`src/sv/rlse_ram.sv`:
```
// generic single-write, single-read synchronous ram with registered read data
// no dependencies; used for the register file copies and the data memory lanes
module rlse_ram #(
    parameter int WIDTH = 8,
    parameter int DEPTH = 16
) (
    input  logic                     i_clk,
    input  logic                     i_we,
    input  logic [$clog2(DEPTH)-1:0] i_waddr,
    input  logic [WIDTH-1:0]         i_wdata,
    input  logic                     i_re,
    input  logic [$clog2(DEPTH)-1:0] i_raddr,
    output logic [WIDTH-1:0]         o_rdata
);

    logic [WIDTH-1:0] r_mem [DEPTH];
    logic [WIDTH-1:0] r_rdata;

    always_ff @(posedge i_clk) begin
        if (i_we) begin
            r_mem[i_waddr] <= i_wdata;
        end
        if (i_re) begin
            r_rdata <= r_mem[i_raddr];
        end
    end

    assign o_rdata = r_rdata;

endmodule
```
`config.mk`:
```
export PLATFORM = sky130hd
export DESIGN_NAME = rlse_ram
export DESIGN_NICKNAME = d
export VERILOG_FILES = /design/src/sv/rlse_ram.sv
export SDC_FILE = /design/constraint.sdc
export NUM_CORES = 1
export LEC_CHECK = 0
export ABC_CLOCK_PERIOD_IN_PS = 5400
export BUFFER_PORTS_ARGS = -buffer_cell sky130_fd_sc_hd__buf_2
export CORE_MARGIN = 5
export CORE_UTILIZATION = 65
export CTS_CLUSTER_DIAMETER = 50
export DETAILED_ROUTE_END_ITERATION = 16
export GPL_TIMING_DRIVEN = 0
export PLACE_DENSITY = 0.89
export SLEW_MARGIN = 0
export SYNTH_ARGS = -nofsm -noshare
export SYNTH_HDL_FRONTEND = slang
export SYNTH_SLANG_ARGS = --single-unit
```
`constraint.sdc`:
```
create_clock -name i_clk -period 5.4 [get_ports i_clk]
set_clock_uncertainty 0.15 [all_clocks]
set_input_delay 0.27 -clock i_clk [delete_from_list [all_inputs] [get_ports i_clk]]
set_output_delay 0.27 -clock i_clk [all_outputs]
set_load 0.005 [all_outputs]
```
==> results.yml <==
grt:
  antenna_found_initial: 0
  grt_pass1_vias: 2624
  grtUsageTotal_pct: 23.9
  grt_pass1_wl_um: 16300
  grt-ovfl-total: 0
  grt_max_degree: 17
sta:
  hold_violations: 0
  fmax_mhz: 526
  max_slew_margin_pct: 17.3
  postLayoutSetupSlackWorst_ns: 3.50
  min_period_over_period_pct: 35.2
  setup_viol: 0
  rsz0062_at_grt: "no"
  finalCriticalPeriod_ns: 1.90
  slew_viol_final: 0
  tightest_slew_ns: 1.23
  setup-tns-final_ns: 0
critical_path:
  arrival_ns: 1.88
  worst_ep_required_time_ns: 5.38
  path_delay_family: "simple AND/OR/NAND/NOR gates"
  critPathMaxFanout: 8
  critical_path.max_stage_delay_ns: 0.96
  cp_cell_sequence: "buf_2 -> or3b_2 -> nor3_1"
  worstSetupPathType: "in -> reg"
  endpoint_kind: "register"
  crit_path_start_kind: "input pin"
  critical_path_buf_inv_count: 1
  slowest_stage: "nor3_1"
synthesis:
  synth_cells: 229
  ys_seq_elements: 136
  ys_warn_count: 0
  syn_area_per_cell_um2: 22.8
  netlist_area_mm2: 0.00523
  ys_seq_area_share_pct: 78.1
  synth_nets: 248
  synth_cell_types: 18
cells_and_area:
  final_cells: 392
  drive_gt1_share_pct: 26.6
  fin_nets: 297
  antenna_cells: 0
  syn2layout_area_growth_pct: 16.8
clocking:
  root_buffer: "clkbuf_8"
  clkTransAtPathRegs_ns: 0.05
  clockBufferDepth: 2
  cts_tree: "yes"
  clock-sinks: 136
  numCtsBuffers: 17
  cts_max_level: 4
  clock_latency_ns: 0.52
  cts_resized: 0
drt:
  wl_per_cell_um: 27.5
  vias: 2611
  dr.pass1.iters: 5
  drt_iter0_markers: 305
  wirelength_um: 10800
  viasPerCell: 6.66
  antenna_left: 0
  drc: 0
floorplan:
  dieArea_mm2: 0.00994
  start_util_pct: 67.3
  io_pins: 27
  die_x_um: 99.7
  die_h_um: 99.7
  fp-row-count: 32
  core_area_mm2: 0.00777
placed_design:
  post-place-ws_ns: 3.00
  io_buffers: 25
  dp_cells: 356
  gp_congestion: 0.731
  hpwl_um: 6220
status:
  outcome: "completed"
run:
  cap_violations: 0
power_and_ir_drop:
  leakage_nw: 2.05
  power.density_mw_per_mm2: 400
  vdd_drop_max_v: 0.000405
  switching_share_pct: 19.3
  p_int_mw: 1.97
  pwr-share-comb_pct: 4.8
  seqPwrFrac_pct: 49.0
  p_clk_share_pct: 46.2
  power_switching_mw: 0.470
hold_path:
  min_path_type: "in -> reg"
synth_stat cells:
| library cell | n | area, um^2 |
|---|---|---|
| nor2_1 | 13 | 48.8 |
| mux4_2 | 18 | 405 |
| and2b_1 | 1 | 7.51 |
| buf_4 | 1 | 7.51 |
| nand2b_1 | 2 | 12.5 |
| or3b_2 | 1 | 8.76 |
| nor3_1 | 4 | 20.0 |
| and2_1 | 1 | 6.26 |
| nand2_1 | 9 | 33.8 |
| nand3_1 | 1 | 5.00 |
| nor2b_1 | 1 | 6.26 |
| clkdlybuf4s25_2 | 3 | 30.0 |
| buf_6 | 3 | 33.8 |
| a22oi_1 | 16 | 120 |
| edfxtp_1 | 136 | 4080 |
| buf_2 | 3 | 15.0 |
| mux4_1 | 14 | 368 |
| nand3b_1 | 2 | 15.0 |
power groups by stage:
stage	combinational [mW]	clock, mW	sequential (mW)
after floorplan	0.0600	0	1.22
after global placement	0.104	0	1.22
after detailed placement	0.110	0	1.22
after CTS	0.116	1.13	1.20
after global routing	0.124	1.19	1.20
final	0.116	1.13	1.20
timing repair:
action,in CTS,in global routing
endpoints found under the hold margin,61,0
buffers inserted,0,0
hold buffers,5,0
endpoints found under the setup margin,0,0
routing by layer:
| metal | vias up | share of wire (%) | GRT usage (%) |
|---|---|---|---|
| met1 | 1326 | 40 | 34.1 |
| met3 | 19 | 9.4 | 6.87 |
| li1 | 1083 | - | - |
| met2 | 183 | 49 | 36.8 |
| met4 | 0 | 2.0 | 6.93 |
| met5 | - | 0 | 0 |
sequential cells by signal, indices dropped and copies added (netlist names):
name / count
o_rdata: 8
r_mem: 128
stage by stage:
stage	total power [mW]	hold slack [ns]	instance area (um^2)	utilization, %
floorplan	1.28	0.219	5230	-
global placement	1.32	0.475	5480	70.6
detailed placement	1.33	0.489	5480	70.6
CTS	2.44	0.00121	6110	78.6
global route	2.51	0.00708	6110	78.6
finish	2.44	0.0138	6110	78.6
layout by cell type, fill, tap and decap left out:
cell             synthesis  layout
nand3_1                  1       1
buf_4                    1       1
nor3_1                   4       4
mux4_2                  18      18
edfxtp_1               136     136
buf_6                    3       3
and2b_1                  1       1
nor2_1                  13      13
a22oi_1                 16      16
and2_1                   1       1
clkinv_1                 0       8
mux4_1                  14      14
bufinv_16                0       4
clkdlybuf4s25_2          3       3
nand3b_1                 2       2
clkbuf_8                 0       1
buf_2                    3      28
clkinvlp_4               0       1
or3b_2                   1       1
clkbuf_16                0      16
nand2_1                  9       9
dlygate4sd3_1            0       5
clkinv_2                 0       1
nor2b_1                  1       1
nand2b_1                 2       2
cell families (layout without fill, tap and decap cells):
| group | after synthesis | count (layout) | synth area share, % |
|---|---|---|---|
| AO/OA/AOI/OAI | 16 | 16 | 2.30 |
| buffers and inverters | 10 | 71 | 1.65 |
| flip-flops | 136 | 136 | 78.1 |
| multiplexers | 32 | 32 | 14.8 |
| AND/OR/NAND/NOR | 35 | 35 | 3.14 |
worst paths after layout:
path | endpoint | from | slack, ns | cells past startpoint
worst max-delay path | r_mem[0][5] | i_waddr[2] | 3.50 | 3
worst min-delay path | r_mem[12][5] | i_wdata[5] | 0.01 | 1
worst max register to register | o_rdata[2] | r_mem[1][2] | 3.62 | 3
worst min register to register | o_rdata[5] | r_mem[11][5] | 0.61 | 3
final cells by class:
cell class,count,area [um^2]
Sequential cell,136,4080
Buffer,10,86.3
Multi-Input combinational cell,83,1060
Tap cell,102,128
Clock inverter,14,163
Timing Repair Buffer,30,175
Fill cell,381,1660
Clock buffer,17,414
(Power assumes the default switching activity.)
